**config.mk**
```make
export PLATFORM = sky130hd
export DESIGN_NAME = ddo_front
export DESIGN_NICKNAME = d
export VERILOG_FILES = /design/src/hdl/differential_drive_odometry_assert.svh /design/src/hdl/ddo_pkg.sv /design/src/hdl/ddo_front.sv
export SDC_FILE = /design/constraint.sdc
export NUM_CORES = 1
export LEC_CHECK = 0
export BUFFER_PORTS_ARGS = -buffer_cell sky130_fd_sc_hd__buf_4
export CAP_MARGIN = 40
export CORE_ASPECT_RATIO = 0.8
export CORE_MARGIN = 5
export CORE_UTILIZATION = 30
export DETAILED_ROUTE_END_ITERATION = 10
export PLACE_DENSITY = 0.58
export SETUP_SLACK_MARGIN = 0.15
export SYNTH_ARGS = -nofsm -noshare
export SYNTH_HDL_FRONTEND = slang
export SYNTH_SLANG_ARGS = --single-unit
```
**constraint.sdc**
```tcl
create_clock -name clk -period 5.6 [get_ports clk]
set_input_delay 0.28 -clock clk [delete_from_list [all_inputs] [get_ports clk]]
set_output_delay 0.28 -clock clk [all_outputs]
set_load 0.1 [all_outputs]
```
**src/hdl/differential_drive_odometry_assert.svh**
```systemverilog
// assertion macros for the odometry block
`ifndef DIFFERENTIAL_DRIVE_ODOMETRY_ASSERT_SVH
`define DIFFERENTIAL_DRIVE_ODOMETRY_ASSERT_SVH
`ifndef SYNTHESIS
`define DDO_ASSERT_IMP(label, clk, rst_n, ante, cons) \
	label: assert property (@(posedge clk) disable iff (!rst_n) (ante) |-> (cons)) \
	else $error("assertion failed");
`define DDO_ASSERT_NXT(label, clk, rst_n, ante, cons) \
	label: assert property (@(posedge clk) disable iff (!rst_n) (ante) |=> (cons)) \
	else $error("assertion failed");
`else
`define DDO_ASSERT_IMP(label, clk, rst_n, ante, cons)
`define DDO_ASSERT_NXT(label, clk, rst_n, ante, cons)
`endif
`endif

```
**src/hdl/ddo_pkg.sv**
```systemverilog
// ----------------------------------------------------------------------------
// ddo_pkg
// types and constants for the odometry top level, front end and back end
// ----------------------------------------------------------------------------
`timescale 1ns / 1ps
`default_nettype none
package ddo_pkg;
	localparam logic [31:0] DIST_RESET = 32'd2672758;
	localparam logic [31:0] HEAD_RESET = 32'd2534368870;
	localparam logic [29:0] INV_GAIN   = 30'd652032874;
	localparam logic REG_DIST = 1'b0;
	localparam logic REG_HEAD = 1'b1;

	// classified item handed from front end to back end
	typedef struct packed {
		logic signed [32:0] dsum;   // dL + dR
		logic signed [32:0] ddiff;  // dR - dL
		logic signed [24:0] ssum;   // ls + rs
		logic signed [24:0] sdiff;  // rs - ls
	} job_t;

	function automatic logic [31:0] atan_turn(input logic [4:0] i);
		logic [31:0] r;
		begin
			case (i)
				5'd0:  r = 32'h20000000; 5'd1:  r = 32'h12E4051D;
				5'd2:  r = 32'h09FB385B; 5'd3:  r = 32'h051111D4;
				5'd4:  r = 32'h028B0D43; 5'd5:  r = 32'h0145D7E1;
				5'd6:  r = 32'h00A2F61E; 5'd7:  r = 32'h00517C55;
				5'd8:  r = 32'h0028BE53; 5'd9:  r = 32'h00145F2E;
				5'd10: r = 32'h000A2F98; 5'd11: r = 32'h000517CC;
				5'd12: r = 32'h00028BE6; 5'd13: r = 32'h000145F3;
				5'd14: r = 32'h0000A2F9; 5'd15: r = 32'h0000517C;
				5'd16: r = 32'h000028BE; 5'd17: r = 32'h0000145F;
				5'd18: r = 32'h00000A2F; 5'd19: r = 32'h00000517;
				5'd20: r = 32'h0000028B; 5'd21: r = 32'h00000145;
				5'd22: r = 32'h000000A2; 5'd23: r = 32'h00000051;
				5'd24: r = 32'h00000028; 5'd25: r = 32'h00000014;
				5'd26: r = 32'h0000000A; 5'd27: r = 32'h00000005;
				5'd28: r = 32'h00000002; 5'd29: r = 32'h00000001;
				default: r = 32'h0;
			endcase
			return r;
		end
	endfunction
endpackage
`default_nettype wire

```
**src/hdl/ddo_front.sv**
```systemverilog
// ----------------------------------------------------------------------------
// ddo_front
// accepts encoder beats, forms wrapped deltas, sums and differences, keeps the last counts
// ----------------------------------------------------------------------------
`timescale 1ns / 1ps
`default_nettype none
module ddo_front (
	input  wire logic               clk,
	input  wire logic               arst_n,
	input  wire logic               in_valid,
	output logic                    in_ready,
	input  wire logic [31:0]        lc,
	input  wire logic [31:0]        rc,
	input  wire logic [23:0]        ls,
	input  wire logic [23:0]        rs,
	output logic                    job_valid,
	input  wire logic               job_ready,
	output ddo_pkg::job_t           job
);
	import ddo_pkg::*;
	logic [31:0] prev_l_q, prev_r_q;
	logic signed [31:0] dl, dr;
	job_t q0_q, q1_q;
	logic [1:0] cnt_q;
	logic rd_q, wr_q;
	logic push, pop;

	assign dl = lc - prev_l_q;
	assign dr = rc - prev_r_q;
	assign in_ready = (cnt_q != 2'd2);
	assign push = in_valid && in_ready;
	assign job_valid = (cnt_q != 2'd0);
	assign pop = job_valid && job_ready;
	assign job = rd_q ? q1_q : q0_q;

	// two-entry queue towards the back end
	always_ff @(posedge clk or negedge arst_n) begin
		if (!arst_n) begin
			prev_l_q <= '0;
			prev_r_q <= '0;
			cnt_q <= '0;
			rd_q <= 1'b0;
			wr_q <= 1'b0;
		end else begin
			if (push) begin
				prev_l_q <= lc;
				prev_r_q <= rc;
				wr_q <= ~wr_q;
			end
			if (pop) rd_q <= ~rd_q;
			cnt_q <= cnt_q + {1'b0, push} - {1'b0, pop};
		end
	end

	always_ff @(posedge clk) begin
		if (push) begin
			if (wr_q) begin
				q1_q.dsum  <= 33'(dl) + 33'(dr);
				q1_q.ddiff <= 33'(dr) - 33'(dl);
				q1_q.ssum  <= 25'(signed'(ls)) + 25'(signed'(rs));
				q1_q.sdiff <= 25'(signed'(rs)) - 25'(signed'(ls));
			end else begin
				q0_q.dsum  <= 33'(dl) + 33'(dr);
				q0_q.ddiff <= 33'(dr) - 33'(dl);
				q0_q.ssum  <= 25'(signed'(ls)) + 25'(signed'(rs));
				q0_q.sdiff <= 25'(signed'(rs)) - 25'(signed'(ls));
			end
		end
	end
endmodule
`default_nettype wire

```
==> results.cfg <==
[final_layout]
final_common_cell = buf_4
final_nets = 2405
layout_common_cells = buf_4, edfxtp_1, inv_1, mux2_2, ha_1
n_antenna_cell = 0
areaGrowthSynthToFinish_pct = 24.0
layout-drive-gt1-share_pct = 24.4

[routing]
ant_nets = 0
route.vias.total = 14400
drt_pass1_iterations = 6
avgViaCountPerCell = 4.82
dr.first_iter.drc_count = 905
route.detailed.drc = 0
wire_per_inst_um = 17.4
wl_um = 51900

[synth]
synth_async_sr_flop_share_pct = 23.0
yosysWarnings = 0
ys_seq_elements = 296
ys_types = 75
synth_top_area_share_pct = 35.1
synth_top_cell_by_area = edfxtp_1
yosysSeqAreaShare_pct = 43.8
synth_fp_nets = 2119
syn_area_per_cell_um2 = 10.7
netlist_top_cells_area = edfxtp_1, ha_1, mux2_2
synth_top_flop_cell = edfxtp_1
syn_area_um2 = 19500
postSynthCellCount = 1821
synth-edff-count = 228

[cts]
clockBufferDepth = 3
cts_sinks = 296
cts_buffers = 37
cts_tree = yes
cts-root-buf = clkbuf_16
clkSlewWorstSetupHoldPaths_ns = 0.06
cts.htree.levels = 2
clkLatencyLatePin_ns = 0.55

[worst_setup_path]
slowest_delay_ns = 0.55
worst-setup-path-type = primary input to register
endpoint_kind = register
r2r_slack_ns = 0.42
critPathSlowestCell = dlygate4sd3_1
worstPathArrival_ns = 5.54
worst-path-max-fanout = 4
crit_path_start_kind = primary input
path_cells = dlygate4sd3_1 -> buf_4 -> inv_1 -> ha_1 -> fa_1 -> nand2b_1 -> a21boi_1 -> o21ai_2 -> a21o_1 -> a211oi_2 -> nor2_1 -> o21ai_2 -> a31oi_1 -> xnor2_1 -> ha_1 -> or3_4 -> or4_1 -> nor3_2 -> or4_4 -> nand2_1 -> o41a_2 -> o31a_1
cp.required_ns = 5.89

[floorplanning]
ios = 234
fp.dieArea_um2 = 70300
core.rowCount = 83
start_util_pct = 30.3
coreArea_um2 = 64400
die-width_um = 295
die_height_um = 238

[sta]
setup_violations = 0
drv_slew = 0
clock.fmax_ghz = 0.190
fin_tns_setup_ns = 0
grt_setup_unrepaired = no
tightest_slew_ns = 0.833
period_minus_slack_ns = 5.25
skew_ns = 0.0254
timing.slew.headroom_pct = 43.8
fin_crit_sh_pct = 93.8
finalHoldViolCount = 0

[global_route]
grt_pass1_wl_um = 80100
antenna_found_initial = 1
grt.overflow.total = 0
grt_max_degree = 115
grt_usage_pct = 14.3
grt_pass1_vias = 14500

[run_status]
outcome = completed

[placed_design]
dp_hpwl_um = 39800
gp_congestion = 0.841
io_buffers = 233

[hold_path]
hold_path_class = primary input to register

[job]
max-cap-violations = 0
[critical path: cells and delay by family]
family / cells / cell delay [ns]
xor gates and xnor gates: 1 / 0.28
AOI/OAI and AO/OA: 8 / 1.82
buffers and inverters: 3 / 0.70
and+or+nand+nor: 7 / 1.52
adders and majority gates: 3 / 0.93
[worst paths after layout]
check                                  from            to  cells after the start
max in group asynchronous            arst_n          rd_q                      3
min in group asynchronous            arst_n  prev_r_q[27]                      2
worst max-delay path                  rc[0]      q0_q[82]                     22
worst min-delay path                  lc[0]   prev_l_q[0]                      3
worst min register to register  prev_r_q[0]   prev_r_q[0]                      2
worst max register to register  prev_r_q[0]      q0_q[82]                     19
[registers in the layout, indices dropped and copies added, names as in the netlist]
register  flops
prev_r_q     32
rd_q          1
prev_l_q     32
q1_q        114
q0_q        114
cnt_q         2
wr_q          1
[through the flow]
step	setup WS, ns	hold slack (ns)	instance area (um2)	util (%)	std cells
floorplan	0.483	-0.0156	19500	-	1821
global placement	0.105	0.157	22200	34.5	2852
detailed placement	0.0136	0.156	22300	34.6	2854
CTS	0.159	0.00143	24200	37.5	2982
finish	0.350	0.0455	24200	37.6	2983
global route	0.151	0.0315	24200	37.6	2983
[logic make-up (layout without fill, tap and decap cells)]
family,after synthesis,after routing,share of synthesized area (%)
AND/OR/NAND/NOR,329,329,7.97
AO/OA/AOI/OAI,419,419,13.8
adder cells (fa/ha/maj),182,182,11.9
flip-flops,296,296,43.8
buffers and inverters,254,566,5.03
XOR/XNOR,164,164,7.35
multiplexers,177,177,10.2
[cell type report]
| cell class | instances | area [um2] |
|---|---|---|
| Timing Repair Buffer | 311 | 2560 |
| Multi-Input combinational cell | 1271 | 10100 |
| Clock buffer | 40 | 958 |
| Sequential cell | 296 | 8550 |
| Fill cell | 6317 | 40200 |
| Inverter | 190 | 713 |
| Tap cell | 850 | 1060 |
| Clock inverter | 25 | 303 |
[repair_timing]
item,CTS,global route
hold endpoints to repair,77,0
buffers inserted,0,1
setup endpoints to repair,2,29
gates resized for setup,1,16
pin swaps,0,6
hold buffers,63,0
[cell usage after synthesis (all sizes together) (6+ instances only)]
| library cell | instances |
|---|---|
| inv | 188 |
| nand3 | 17 |
| o21ai | 75 |
| or3 | 12 |
| a21o | 42 |
| nand2 | 60 |
| nand2b | 17 |
| a21boi | 6 |
| and3 | 11 |
| edfxtp | 228 |
| clkbuf | 40 |
| a221oi | 9 |
| a31oi | 24 |
| ha | 176 |
| o31ai | 13 |
| nor2b | 14 |
| nor3 | 33 |
| a21oi | 151 |
| nor2 | 130 |
| o21bai | 27 |
| xnor2 | 120 |
| a211oi | 12 |
| fa | 6 |
| mux2 | 176 |
| nand4 | 8 |
| o21a | 13 |
| xor2 | 44 |
| dfrtp | 68 |
| buf | 24 |
[layer usage]
| layer | up-vias | part of all wire (%) | GRT usage, % |
|---|---|---|---|
| li1 | 7100 | - | - |
| met1 | 6849 | 48 | 20.1 |
| met2 | 358 | 45 | 23.1 |
| met3 | 71 | 4.8 | 2.21 |
| met4 | 0 | 2.1 | 3.62 |
| met5 | - | 0 | 0 |
Power is not shown: default switching activity piles up to over one toggle a cycle in this logic, so the estimate is an artifact.
